$ cat src/sv/slot_mailbox_with_reply_macros.svh
// ----------------------------------------------------------------------------
// Slot mailbox assertion macros
// Clocked on clk_i, disabled while rst_ni is low.
// ----------------------------------------------------------------------------
`ifndef SLOT_MAILBOX_WITH_REPLY_MACROS_SVH
`define SLOT_MAILBOX_WITH_REPLY_MACROS_SVH

// Plain property check
`define SMB_ASSERT(lbl, prop, msg) \
  lbl: assert property (@(posedge clk_i) disable iff (!rst_ni) prop) \
    else $error(msg);

// Same-cycle implication
`define SMB_ASSERT_IMP(lbl, ante, cons, msg) \
  `SMB_ASSERT(lbl, (ante) |-> (cons), msg)

// Next-cycle implication
`define SMB_ASSERT_NXT(lbl, ante, cons, msg) \
  `SMB_ASSERT(lbl, (ante) |=> (cons), msg)

`endif

$ cat src/sv/smb_pkg.sv
// ----------------------------------------------------------------------------
// smb_pkg
// Shared types and codes of the slot mailbox.
// ----------------------------------------------------------------------------
`default_nettype none

package smb_pkg;

  localparam int SLOTS_DEF     = 8;
  localparam int DATA_BITS_DEF = 32;
  localparam int CODE_BITS_DEF = 16;

  // commands
  localparam logic [2:0] CMD_POST    = 3'd0;
  localparam logic [2:0] CMD_FETCH   = 3'd1;
  localparam logic [2:0] CMD_REPLY   = 3'd2;
  localparam logic [2:0] CMD_COLLECT = 3'd3;
  localparam logic [2:0] CMD_REMOVE  = 3'd4;

  // slot states
  localparam logic [2:0] ST_IDLE        = 3'd0;
  localparam logic [2:0] ST_POSTED      = 3'd1;
  localparam logic [2:0] ST_AWAIT       = 3'd2;
  localparam logic [2:0] ST_REPLIED     = 3'd3;
  localparam logic [2:0] ST_REPLIED_ERR = 3'd4;

  // status codes
  localparam logic [2:0] RC_SUCCESS     = 3'd0;
  localparam logic [2:0] RC_NO_SPACE    = 3'd1;
  localparam logic [2:0] RC_NO_MESSAGES = 3'd2;
  localparam logic [2:0] RC_NO_REPLY    = 3'd3;
  localparam logic [2:0] RC_INVALID     = 3'd4;

  typedef struct packed {
    logic [2:0]  command;
    logic [2:0]  slot_index;
    logic [15:0] msg_code;
    logic [31:0] msg_data;
    logic        wants_reply;
    logic        is_error;
  } req_t;

  typedef struct packed {
    logic [2:0]  status;
    logic [2:0]  slot_out;
    logic [2:0]  slot_state_out;
    logic [15:0] code_out;
    logic [31:0] data_out;
  } rsp_t;

  // verdict of the slot check unit for one examined slot
  typedef struct packed {
    logic       done;
    logic       show_slot;
    logic       copy;
    logic       st_we;
    logic [2:0] st_new;
    logic       code_we;
    logic       data_we;
    logic [2:0] status;
  } chk_t;

  // write strobes toward the slot stores
  typedef struct packed {
    logic st;
    logic code;
    logic data;
  } wr_t;

endpackage

`default_nettype wire

$ cat src/sv/smb_ram.sv
// ----------------------------------------------------------------------------
// smb_ram
// Generic single-write, single-read RAM with registered read data.
// ----------------------------------------------------------------------------
`default_nettype none

module smb_ram #(
  parameter  int WIDTH = 8,
  parameter  int DEPTH = 8,
  localparam int AW    = (DEPTH > 1) ? $clog2(DEPTH) : 1
) (
  input  wire logic             clk_i,
  input  wire logic             we_i,
  input  wire logic [AW-1:0]    waddr_i,
  input  wire logic [WIDTH-1:0] wdata_i,
  input  wire logic [AW-1:0]    raddr_i,
  output logic      [WIDTH-1:0] rdata_o
);

  logic [WIDTH-1:0] mem_q [DEPTH];
  logic [WIDTH-1:0] rdata_q;

  always_ff @(posedge clk_i) begin
    if (we_i) begin
      mem_q[waddr_i] <= wdata_i;
    end
    rdata_q <= mem_q[raddr_i];
  end

  assign rdata_o = rdata_q;

endmodule

`default_nettype wire

$ cat src/sv/smb_slot_check.sv
// ----------------------------------------------------------------------------
// smb_slot_check
// Compare unit: judges one slot state against the current command.
// ----------------------------------------------------------------------------
`default_nettype none

module smb_slot_check (
  input  wire logic [2:0]   cmd_i,
  input  wire logic [2:0]   st_i,
  input  wire logic         wants_i,
  input  wire logic         err_i,
  input  wire logic         idx_ok_i,
  input  wire logic         last_i,
  output smb_pkg::chk_t     chk_o
);

  always_comb begin
    chk_o           = '0;
    chk_o.done      = 1'b1;
    chk_o.st_new    = smb_pkg::ST_IDLE;
    chk_o.status    = smb_pkg::RC_INVALID;
    case (cmd_i)
      smb_pkg::CMD_POST: begin
        if (st_i == smb_pkg::ST_IDLE) begin
          chk_o.st_we     = 1'b1;
          chk_o.st_new    = wants_i ? smb_pkg::ST_AWAIT : smb_pkg::ST_POSTED;
          chk_o.code_we   = 1'b1;
          chk_o.data_we   = 1'b1;
          chk_o.show_slot = 1'b1;
          chk_o.status    = smb_pkg::RC_SUCCESS;
        end else if (last_i) begin
          chk_o.status = smb_pkg::RC_NO_SPACE;
        end else begin
          chk_o.done = 1'b0;
        end
      end
      smb_pkg::CMD_FETCH: begin
        if (st_i inside {smb_pkg::ST_POSTED, smb_pkg::ST_AWAIT}) begin
          chk_o.copy      = 1'b1;
          chk_o.show_slot = 1'b1;
          chk_o.st_we     = (st_i == smb_pkg::ST_POSTED);
          chk_o.status    = smb_pkg::RC_SUCCESS;
        end else if (last_i) begin
          chk_o.status = smb_pkg::RC_NO_MESSAGES;
        end else begin
          chk_o.done = 1'b0;
        end
      end
      smb_pkg::CMD_REPLY: begin
        if (idx_ok_i && st_i == smb_pkg::ST_AWAIT) begin
          chk_o.st_we   = 1'b1;
          chk_o.st_new  = err_i ? smb_pkg::ST_REPLIED_ERR : smb_pkg::ST_REPLIED;
          chk_o.data_we = 1'b1;
          chk_o.status  = smb_pkg::RC_SUCCESS;
        end
      end
      smb_pkg::CMD_COLLECT: begin
        if (idx_ok_i) begin
          if (st_i == smb_pkg::ST_AWAIT) begin
            chk_o.status = smb_pkg::RC_NO_REPLY;
          end else if (st_i inside {smb_pkg::ST_REPLIED, smb_pkg::ST_REPLIED_ERR}) begin
            chk_o.copy   = 1'b1;
            chk_o.st_we  = 1'b1;
            chk_o.status = smb_pkg::RC_SUCCESS;
          end
        end
      end
      smb_pkg::CMD_REMOVE: begin
        if (idx_ok_i && (st_i inside {smb_pkg::ST_POSTED, smb_pkg::ST_AWAIT})) begin
          chk_o.st_we  = 1'b1;
          chk_o.status = smb_pkg::RC_SUCCESS;
        end
      end
      default: begin
        chk_o.status = smb_pkg::RC_INVALID;
      end
    endcase
  end

endmodule

`default_nettype wire

$ cat src/sv/smb_ctrl.sv
// ----------------------------------------------------------------------------
// smb_ctrl
// Sequencer: walks the slot pointer, drives the check unit, writes back.
// ----------------------------------------------------------------------------
`default_nettype none

`include "slot_mailbox_with_reply_macros.svh"

module smb_ctrl #(
  parameter  int SLOTS     = smb_pkg::SLOTS_DEF,
  parameter  int DATA_BITS = smb_pkg::DATA_BITS_DEF,
  parameter  int CODE_BITS = smb_pkg::CODE_BITS_DEF,
  localparam int PTR_W     = (SLOTS > 1) ? $clog2(SLOTS) : 1
) (
  input  wire logic                 clk_i,
  input  wire logic                 rst_ni,
  input  wire logic                 start_i,
  output logic                      busy_o,
  input  wire smb_pkg::req_t        req_i,
  output logic                      done_o,
  output smb_pkg::rsp_t             rsp_o,
  output logic     [PTR_W-1:0]      raddr_o,
  output logic     [PTR_W-1:0]      waddr_o,
  output smb_pkg::wr_t              wr_o,
  output logic     [2:0]            st_wdata_o,
  output logic     [CODE_BITS-1:0]  code_wdata_o,
  output logic     [DATA_BITS-1:0]  data_wdata_o,
  input  wire logic [2:0]           st_rd_i,
  input  wire logic [CODE_BITS-1:0] code_rd_i,
  input  wire logic [DATA_BITS-1:0] data_rd_i
);

  localparam logic S_IDLE  = 1'b0;
  localparam logic S_CHECK = 1'b1;

  logic                 state_q, state_d;
  logic [PTR_W-1:0]     ptr_q, ptr_d;
  logic [2:0]           cmd_q;
  logic                 wants_q, err_q, idx_ok_q;
  logic [CODE_BITS-1:0] code_q;
  logic [DATA_BITS-1:0] data_q;
  logic [SLOTS-1:0]     valid_q;
  logic                 done_q, done_d;
  smb_pkg::rsp_t        rsp_q, rsp_d;
  smb_pkg::chk_t        chk;
  logic [2:0]           eff_st;
  logic                 last;
  logic                 accept;
  logic                 by_index;

  assign accept   = start_i && (state_q == S_IDLE);
  assign by_index = (req_i.command == smb_pkg::CMD_REPLY) ||
                    (req_i.command == smb_pkg::CMD_COLLECT) ||
                    (req_i.command == smb_pkg::CMD_REMOVE);

  // a slot never written since reset reads as idle
  assign eff_st = valid_q[ptr_q] ? st_rd_i : smb_pkg::ST_IDLE;
  assign last   = (ptr_q == PTR_W'(SLOTS - 1));

  smb_slot_check u_check (
    .cmd_i    (cmd_q),
    .st_i     (eff_st),
    .wants_i  (wants_q),
    .err_i    (err_q),
    .idx_ok_i (idx_ok_q),
    .last_i   (last),
    .chk_o    (chk)
  );

  // read address runs one step ahead so the RAM output matches ptr_q
  always_comb begin
    state_d = state_q;
    ptr_d   = ptr_q;
    done_d  = 1'b0;
    rsp_d   = rsp_q;
    wr_o    = '0;
    case (state_q)
      S_IDLE: begin
        if (start_i) begin
          state_d = S_CHECK;
          ptr_d   = by_index ? PTR_W'(req_i.slot_index) : '0;
        end
      end
      S_CHECK: begin
        if (chk.done) begin
          state_d = S_IDLE;
          done_d  = 1'b1;
          wr_o.st   = chk.st_we;
          wr_o.code = chk.code_we;
          wr_o.data = chk.data_we;
          rsp_d.status         = chk.status;
          rsp_d.slot_out       = chk.show_slot ? 3'(ptr_q) : 3'd0;
          rsp_d.slot_state_out = chk.copy ? eff_st : smb_pkg::ST_IDLE;
          rsp_d.code_out       = chk.copy ? 16'(code_rd_i) : 16'd0;
          rsp_d.data_out       = chk.copy ? 32'(data_rd_i) : 32'd0;
        end else begin
          ptr_d = ptr_q + PTR_W'(1);
        end
      end
      default: begin
        state_d = S_IDLE;
      end
    endcase
  end

  assign raddr_o      = ptr_d;
  assign waddr_o      = ptr_q;
  assign st_wdata_o   = chk.st_new;
  assign code_wdata_o = code_q;
  assign data_wdata_o = data_q;

  always_ff @(posedge clk_i or negedge rst_ni) begin
    if (!rst_ni) begin
      state_q <= S_IDLE;
      done_q  <= 1'b0;
      valid_q <= '0;
      ptr_q   <= '0;
    end else begin
      state_q <= state_d;
      done_q  <= done_d;
      ptr_q   <= ptr_d;
      if (wr_o.st) begin
        valid_q[ptr_q] <= 1'b1;
      end
    end
  end

  always_ff @(posedge clk_i) begin
    rsp_q <= rsp_d;
    if (accept) begin
      cmd_q    <= req_i.command;
      wants_q  <= req_i.wants_reply;
      err_q    <= req_i.is_error;
      idx_ok_q <= int'(req_i.slot_index) < SLOTS;
      code_q   <= CODE_BITS'(req_i.msg_code);
      data_q   <= DATA_BITS'(req_i.msg_data);
    end
  end

  assign busy_o = (state_q != S_IDLE);
  assign done_o = done_q;
  assign rsp_o  = rsp_q;

  `SMB_ASSERT_IMP(a_done_idle, done_q, state_q == S_IDLE, "result while still checking")
  `SMB_ASSERT_NXT(a_start_busy, start_i && !busy_o, state_q == S_CHECK, "accepted item not taken")
  `SMB_ASSERT_IMP(a_index_one_step, state_q == S_CHECK && cmd_q != smb_pkg::CMD_POST && cmd_q != smb_pkg::CMD_FETCH, chk.done, "indexed command must finish in one check")
  `SMB_ASSERT_IMP(a_scan_range, state_q == S_CHECK && (cmd_q == smb_pkg::CMD_POST || cmd_q == smb_pkg::CMD_FETCH), int'(ptr_q) < SLOTS, "scan pointer past last slot")
  `SMB_ASSERT_IMP(a_no_copy_on_fail, done_q && rsp_q.status != smb_pkg::RC_SUCCESS, rsp_q.slot_state_out == smb_pkg::ST_IDLE && rsp_q.slot_out == 3'd0, "failed item carries slot contents")

endmodule

`default_nettype wire

$ cat src/sv/slot_mailbox_with_reply.sv
// ----------------------------------------------------------------------------
// slot_mailbox_with_reply
// One direction of a two-core mailbox with a table of reply-capable slots.
// ----------------------------------------------------------------------------
//  channel  | handshake               | payload
//  ---------+-------------------------+------------------------
//  command  | start / busy            | req_i  (smb_pkg::req_t)
//  result   | done_o, one-cycle pulse | rsp_o  (smb_pkg::rsp_t)
//
//  Reply, collect and remove examine only the slot named by slot_index.
//  Post and fetch scan one slot per cycle through the slot RAMs from slot 0,
//  stopping at the first matching slot or after the last slot.
//  busy is high from the accept until the result cycle; one item at a time.
//  The result stands for one cycle only; the receiver cannot stall it.
//  Reset clears every slot to idle at once through per-slot valid bits.
// ----------------------------------------------------------------------------
`default_nettype none

module slot_mailbox_with_reply #(
  parameter int SLOTS     = smb_pkg::SLOTS_DEF,
  parameter int DATA_BITS = smb_pkg::DATA_BITS_DEF,
  parameter int CODE_BITS = smb_pkg::CODE_BITS_DEF
) (
  input  wire logic          clk_i,
  input  wire logic          rst_ni,
  input  wire logic          start,
  output logic               busy,
  input  wire smb_pkg::req_t req_i,
  output logic               done_o,
  output smb_pkg::rsp_t      rsp_o
);

  localparam int PTR_W = (SLOTS > 1) ? $clog2(SLOTS) : 1;

  logic [PTR_W-1:0]     raddr, waddr;
  smb_pkg::wr_t         wr;
  logic [2:0]           st_wdata, st_rd;
  logic [CODE_BITS-1:0] code_wdata, code_rd;
  logic [DATA_BITS-1:0] data_wdata, data_rd;

  smb_ctrl #(
    .SLOTS     (SLOTS),
    .DATA_BITS (DATA_BITS),
    .CODE_BITS (CODE_BITS)
  ) u_ctrl (
    .clk_i        (clk_i),
    .rst_ni       (rst_ni),
    .start_i      (start),
    .busy_o       (busy),
    .req_i        (req_i),
    .done_o       (done_o),
    .rsp_o        (rsp_o),
    .raddr_o      (raddr),
    .waddr_o      (waddr),
    .wr_o         (wr),
    .st_wdata_o   (st_wdata),
    .code_wdata_o (code_wdata),
    .data_wdata_o (data_wdata),
    .st_rd_i      (st_rd),
    .code_rd_i    (code_rd),
    .data_rd_i    (data_rd)
  );

  smb_ram #(.WIDTH(3), .DEPTH(SLOTS)) u_state_ram (
    .clk_i   (clk_i),
    .we_i    (wr.st),
    .waddr_i (waddr),
    .wdata_i (st_wdata),
    .raddr_i (raddr),
    .rdata_o (st_rd)
  );

  smb_ram #(.WIDTH(CODE_BITS), .DEPTH(SLOTS)) u_code_ram (
    .clk_i   (clk_i),
    .we_i    (wr.code),
    .waddr_i (waddr),
    .wdata_i (code_wdata),
    .raddr_i (raddr),
    .rdata_o (code_rd)
  );

  smb_ram #(.WIDTH(DATA_BITS), .DEPTH(SLOTS)) u_data_ram (
    .clk_i   (clk_i),
    .we_i    (wr.data),
    .waddr_i (waddr),
    .wdata_i (data_wdata),
    .raddr_i (raddr),
    .rdata_o (data_rd)
  );

endmodule

`default_nettype wire
$ cat config.mk
export PLATFORM = sky130hd
export DESIGN_NAME = slot_mailbox_with_reply
export DESIGN_NICKNAME = d
export VERILOG_FILES = /design/src/sv/smb_pkg.sv /design/src/sv/smb_ram.sv /design/src/sv/smb_slot_check.sv /design/src/sv/smb_ctrl.sv /design/src/sv/slot_mailbox_with_reply.sv
export VERILOG_INCLUDE_DIRS = /design/src /design/src/sv
export SDC_FILE = /design/constraint.sdc
export NUM_CORES = 1
export LEC_CHECK = 0
export BUFFER_PORTS_ARGS = -buffer_cell sky130_fd_sc_hd__buf_2
export CAP_MARGIN = 15
export CORE_MARGIN = 3
export CORE_UTILIZATION = 50
export CTS_CLUSTER_DIAMETER = 60
export CTS_CLUSTER_SIZE = 20
export DETAILED_ROUTE_END_ITERATION = 8
export PLACE_DENSITY = 0.7
export SYNTH_ARGS = -nofsm -noshare
export SYNTH_HDL_FRONTEND = slang
export SYNTH_HIERARCHICAL = 1
export SYNTH_SLANG_ARGS = --single-unit
$ cat constraint.sdc
create_clock -name clk_i -period 5.2 [get_ports clk_i]
set_clock_uncertainty 0.15 [all_clocks]
set_input_delay 1.04 -clock clk_i [delete_from_list [all_inputs] [get_ports clk_i]]
set_output_delay 1.04 -clock clk_i [all_outputs]
set_load 0.01 [all_outputs]
==> flow_summary.ini, run 1 <==
[drt]
viasPerCell = 5.68
antenna_left = 0
drc = 0
drt_iter0_markers = 596
via_count = 9560
wl_per_cell_um = 23.2
firstDrtPassIters = 5
routed_wl_um = 39000

[pwr]
cellLeakagePower_nw = 8.26
power_mw = 13.2
vdd_drop_max_v = 0.000510
powerDensity_nw_per_um2 = 545

[floorplan]
die_h_um = 213
rows = 75
die_area_um2 = 45500
io_pins = 118
start_util_pct = 50.9
die_x_um = 213
core_um2 = 42200

[layout]
layout_common_cells = edfxtp_1, buf_2, mux4_1
postLayoutCoreUtil_pct = 57.2
num_antenna_cells = 0
fillCellCount = 3064
final_common_cell = edfxtp_1
syn2layout_area_growth_pct = 12.3
instances_no_fill = 1683
drive_above_1_share_pct = 26.4
nets = 1179

[worst_setup_path]
crit_path_start_kind = flip-flop
critical_path_peak_fanout = 50
critical_path_required_ns = 5.50
end_kind = flip-flop
crit_buf_inv = 2
critPathArrivalTime_ns = 4.89
critPathKind = flip-flop to flip-flop
startpoint = u_ctrl/waddr_o[1]
crit_chain = buf_4 -> nand2b_1 -> o22a_1 -> a21boi_1 -> xor2_1 -> mux2_2 -> o21ba_1 -> nand2_1 -> xor2_1 -> a22oi_2 -> buf_12 -> mux4_1 -> mux2_2
critPathTopFamily = compound AO/OA/AOI/OAI gates
critPathMaxStageDelay_ns = 0.65
critPathSlowestCell = a21boi_1
timing.rr.start = u_ctrl/waddr_o[1]

[grt]
grt_max_degree = 92
antenna_found_initial = 0
grt-ovfl-total = 0
first_global_vias = 9592
track_usage_pct = 17.4
grt_pass1_wl_um = 58600

[sta]
min_period_ns = 4.59
tns_ns = 0
rsz0062_at_grt = no
fin_crit_sh_pct = 88.2
maxSlewViolCount = 0
finalSetupViolCount = 0
hold_slack_ns = 0.191
max_freq_mhz = 218
hold_viol = 0
worst_pin_slew_ns = 0.949
timing.slew.headroom_pct = 36.8

[clocking]
numCtsBuffers = 40
clk_latency_ns = 0.58
clockRootBuffer = clkbuf_16
cts_resized = 0
clk_pin_slew_ns = 0.08
clock_path_buffers = 3
holdBufCountCts = 0
clock_sinks = 582
postCtsSetupBuffers = 0
htreeDepth = 2
cts_tree = built

[logic_synthesis]
async_flop_share_pct = 2.23
seq_area_frac_synth_pct = 78.6
ys_warn_count = 6
ys_ff_latch = 582
synth.distinct_cells = 47
synth-edff-count = 518
netlist_instances = 971
synthFlopType = edfxtp_1
avgSynthCellArea_um2 = 22.2
syn_area_um2 = 21500

[placed_design]
portBuffers = 117
dp_hpwl_um = 20800
routabilityCongestion = 0.780
dp_cells = 1615

[hold_path]
hold_class = input pin to async pin

[outcome]
status = finished clean

[flow_run]
drv_cap = 0
-- logic make-up after synthesis --
kind of cell / synth area share, %
fa+ha+maj: 0.116
flops: 78.6
mux: 15.0
buf+inv: 1.37
other cells: 0.0174
compound gates: 1.33
simple gates: 3.47
xor+xnor: 0.122
-- final timing paths --
check / end / slack [ns] / cells after the start
max: u_data_ram/rdata_o[16] / 0.61 / 13
min in group clk_i: u_ctrl/valid_q[0] / 0.34 / 2
max reg2reg: u_data_ram/rdata_o[16] / 0.61 / 13
min reg2reg: u_ctrl/valid_q[0] / 0.34 / 2
max in group asynchronous: u_ctrl/busy_o / 4.46 / 1
min: u_ctrl/valid_q[6] / 0.19 / 1
-- cell usage after synthesis (8+ instances only) --
cell type | instances | area share [%]
and2_1 | 52 | 1.5
nor2_1 | 31 | 0.54
dfrtp_1 | 13 | 1.5
buf_1 | 8 | 0.14
nand2b_1 | 16 | 0.47
mux4_1 | 74 | 9.0
mux2_2 | 52 | 2.7
nor3_1 | 9 | 0.21
clkbuf_1 | 8 | 0.14
edfxtp_1 | 518 | 72
buf_6 | 14 | 0.73
dfxtp_1 | 51 | 4.7
nand2_1 | 15 | 0.26
buf_2 | 9 | 0.21
a21oi_1 | 9 | 0.21
mux4_2 | 28 | 2.9
-- sequential cells by signal (all words and copies together) (netlist names) --
| signal | flops |
|---|---|
| u_ctrl/valid_q | 8 |
| u_code_ram/mem_q | 128 |
| u_data_ram/rdata_o | 32 |
| u_ctrl/cmd_q | 3 |
| u_ctrl/waddr_o | 3 |
| u_state_ram/mem_q | 24 |
| u_ctrl/done_o | 1 |
| u_ctrl/rsp_o | 57 |
| u_code_ram/rdata_o | 16 |
| u_ctrl/err_q | 1 |
| u_ctrl/code_wdata_o | 16 |
| u_data_ram/mem_q | 256 |
| u_ctrl/busy_o | 1 |
| u_state_ram/rdata_o | 3 |
| u_ctrl/wants_q | 1 |
| u_ctrl/data_wdata_o | 32 |
-- report_power, final --
part           total (mW)  switching, mW  internal, mW  leakage, nW
registers            6.25          0.304          5.95         5.34
clock network        3.19           1.57          1.62        0.628
logic                3.72           1.84          1.88         2.30
total                13.2           3.72          9.45         8.26
-- per-layer routing --
layer	GRT usage, %	up-vias	wire [um]
met3	3.61	49	2100
met4	4.19	0	675
met1	25.0	5013	17300
li1	-	4257	-
met2	28.0	241	18900
met5	0	-	0
-- cell type report --
cell class              instances  area, um2  area share (%)
clock buffers                  48       1030            4.27
clock inverters                20        268            1.11
multi-input cells             346       4430            18.3
repair buffers                144        838            3.47
flip-flops and latches        582      16900            70.0
well taps                     539        674            2.79
inverters                       4       15.0          0.0622
-- per-stage QoR --
| stage | area, um2 | worst slack [ns] |
|---|---|---|
| finish | 24200 | 0.614 |
| global route | 24200 | 0.336 |
| CTS | 24200 | 0.637 |
| detailed placement | 22900 | 0.685 |
| global placement | 22900 | 0.863 |
| floorplan | 21500 | -0.150 |
Note: power is estimated with default switching activity, not from simulation.
==> inputs of run 2 (changes only) <==
--- a/config.mk
+++ b/config.mk
@@ -6,14 +6,14 @@
 export SDC_FILE = /design/constraint.sdc
 export NUM_CORES = 1
 export LEC_CHECK = 0
+export ABC_AREA = 1
 export BUFFER_PORTS_ARGS = -buffer_cell sky130_fd_sc_hd__buf_2
 export CAP_MARGIN = 15
 export CORE_MARGIN = 3
-export CORE_UTILIZATION = 50
+export CORE_UTILIZATION = 45
 export CTS_CLUSTER_DIAMETER = 60
 export CTS_CLUSTER_SIZE = 20
 export DETAILED_ROUTE_END_ITERATION = 8
-export PLACE_DENSITY = 0.7
 export SYNTH_ARGS = -nofsm -noshare
 export SYNTH_HDL_FRONTEND = slang
 export SYNTH_HIERARCHICAL = 1
==> constraint.sdc (replaced) <==
create_clock -name clk_i -period 4.6 [get_ports clk_i]
set_clock_uncertainty 0.15 [all_clocks]
set_input_delay 0.92 -clock clk_i [delete_from_list [all_inputs] [get_ports clk_i]]
set_output_delay 0.92 -clock clk_i [all_outputs]
set_load 0.01 [all_outputs]
==> flow_summary.ini, run 2 <==
[placed_design]
dp_hpwl_um = 27400
routabilityCongestion = 0.798
portBuffers = 117
pre_cts_slack_ns = 0.307

[drt]
via_count = 14600
wl_met2_um = 25100
routed-wl-met3_um = 2130
top_layer_used = met4
firstDrtPassIters = 5
antenna_left = 0
drc = 0
wl_met1_um = 21500
wl_per_cell_um = 16.3
drt_iter0_markers = 965
viasPerCell = 4.75
routed_wl_um = 50200

[sta]
setup_ws_ns = 0.391
worst_pin_slew_ns = 0.893
maxSlewViolCount = 0
max_freq_mhz = 238
hold_slack_ns = 0.0731
finalSetupViolCount = 0
tns_ns = 0
timing.slew.headroom_pct = 40.3
rsz0062_at_grt = no
fin_crit_sh_pct = 91.5
hold_viol = 0
min_period_ns = 4.21

[grt]
grt_pass1_wl_um = 78300
grt_max_degree = 129
first_global_vias = 14400
antenna_found_initial = 0
track_usage_pct = 18.0
grt-ovfl-total = 0

[floorplan]
die_h_um = 236
die_x_um = 236
rows = 83
start_util_pct = 46.0
die_area_um2 = 55800
core_um2 = 51800
io_pins = 118

[worst_setup_path]
crit_chain = nand2_1 -> nand3b_4 -> nand2_2 -> nor2_4 -> nor2_1 -> nand3_1 -> nand2_2 -> nand2_1 -> nand3_2 -> nand2_2 -> clkinv_2 -> buf_4 -> a22oi_1 -> nand2_4 -> buf_4 -> nand3_1 -> nand2_1 -> nand2_1 -> nand2_1
end_kind = flip-flop
crit_top_cell = nand2_1
critPathKind = flip-flop to flip-flop
critPathArrivalTime_ns = 4.59
critPathSlowestCell = dfrtp_1
critical_path_peak_fanout = 65
crit_path_start_kind = flip-flop
critical_path_required_ns = 4.98
critPathMaxStageDelay_ns = 0.79

[logic_synthesis]
async_flop_share_pct = 2.23
yosysTopAreaCell = edfxtp_1
avgSynthCellArea_um2 = 10.6
synth_most_common_cell = nand2_1
ys_ff_latch = 582
netlist_instances = 2247
ys_top_cells_by_count = nand2_1, edfxtp_1, inv_1, nand3_1, dfxtp_1
synth.distinct_cells = 32
seq_area_frac_synth_pct = 70.9
synthFlopType = edfxtp_1
synth-edff-count = 518
yosysTopAreaCellShare_pct = 65.2
ys_warn_count = 6
syn_area_um2 = 23800
synthTopCellsByArea = edfxtp_1, nand2_1, inv_1

[layout]
final_common_cell = nand2_1
top_register = u_data_ram/mem_q
nets = 2427
drive_above_1_share_pct = 11.1
layout_common_cells = nand2_1, edfxtp_1, inv_1
num_antenna_cells = 0
largest_register_ffs = 256
syn2layout_area_growth_pct = 11.6

[clocking]
clk_latency_ns = 0.58
clock_sinks = 582
clockRootBuffer = clkbuf_16
numCtsBuffers = 42
cts_tree = built
htreeDepth = 2
clock_path_buffers = 3
clk_pin_slew_ns = 0.08

[hold_path]
hold_class = input pin to async pin

[pwr]
cellLeakagePower_nw = 12.2
vdd_drop_max_v = 0.000479
powerDensity_nw_per_um2 = 527

[flow_run]
drv_cap = 0

[outcome]
status = finished clean
-- run 2: repair_timing --
| action | in CTS | in global routing |
|---|---|---|
| gates resized for setup | 0 | 1 |
| hold buffers | 0 | 0 |
| endpoints found under the setup margin | 0 | 3 |
| buffers inserted | 0 | 0 |
-- run 2: kinds of logic after synthesis --
logic type | Yosys count | synth area share (%)
AND/OR/NAND/NOR | 1052 | 18.2
buffers and inverters | 591 | 10.3
flip-flops | 582 | 70.9
AO/OA/AOI/OAI | 19 | 0.478
adder cells (fa/ha/maj) | 2 | 0.105
other | 1 | 0.0157
-- run 2: stage by stage --
| stage | cells | area, um2 | power [mW] | util, % |
|---|---|---|---|---|
| 2_1_floorplan | 2251 | 23900 | 9.39 | - |
| 3_3_place_gp | 3002 | 25200 | 10.2 | 48.6 |
| 3_5_place_dp | 3002 | 25200 | 10.3 | 48.6 |
| 4_1_cts | 3080 | 26600 | 14.2 | 51.3 |
| 5_1_grt | 3080 | 26600 | 14.9 | 51.3 |
| 6_report | 3080 | 26600 | 14.0 | 51.3 |
-- run 2: worst paths after layout --
kind / startpoint / to / slack (ns) / cells after the start
min reg2reg: u_ctrl/valid_q[6] / u_ctrl/valid_q[6] / 0.31 / 2
max: u_ctrl/waddr_o[1] / u_data_ram/rdata_o[23] / 0.39 / 19
max reg2reg: u_ctrl/waddr_o[1] / u_data_ram/rdata_o[23] / 0.39 / 19
min in group clk_i: u_ctrl/valid_q[6] / u_ctrl/valid_q[6] / 0.31 / 2
min: rst_ni / u_ctrl/done_o / 0.07 / 1
max in group asynchronous: rst_ni / u_ctrl/waddr_o[2] / 3.98 / 1
-- run 2: where the power goes --
part           switching (mW)  leakage, nW  internal (mW)
combinational            2.55         6.19           1.08
clock                    1.89        0.689           1.96
sequential              0.257         5.28           6.29
total                    4.69         12.2           9.33
-- run 2: final cells by class --
class,count,area (um2)
Clock buffer,51,1110
Multi-Input combinational cell,1078,4590
Tap cell,680,851
Inverter,512,1930
Timing Repair Buffer,150,925
Sequential cell,582,16900
Clock inverter,27,310
Fill cell,4510,25200
-- run 2: per-layer routing --
layer  vias to the layer above  GRT usage (%)
met5                         -              0
met4                         0           6.12
met3                       101           2.47
met2                       321           32.1
met1                      6997           22.5
li1                       7221              -
-- run 2: critical path, delay by kind of cell (launching register included) --
family	cells	cell delay [ns]
flip-flops	1	0.79
buffers and inverters	3	0.98
AO/OA/AOI/OAI	1	0.17
AND/OR/NAND/NOR	15	2.00
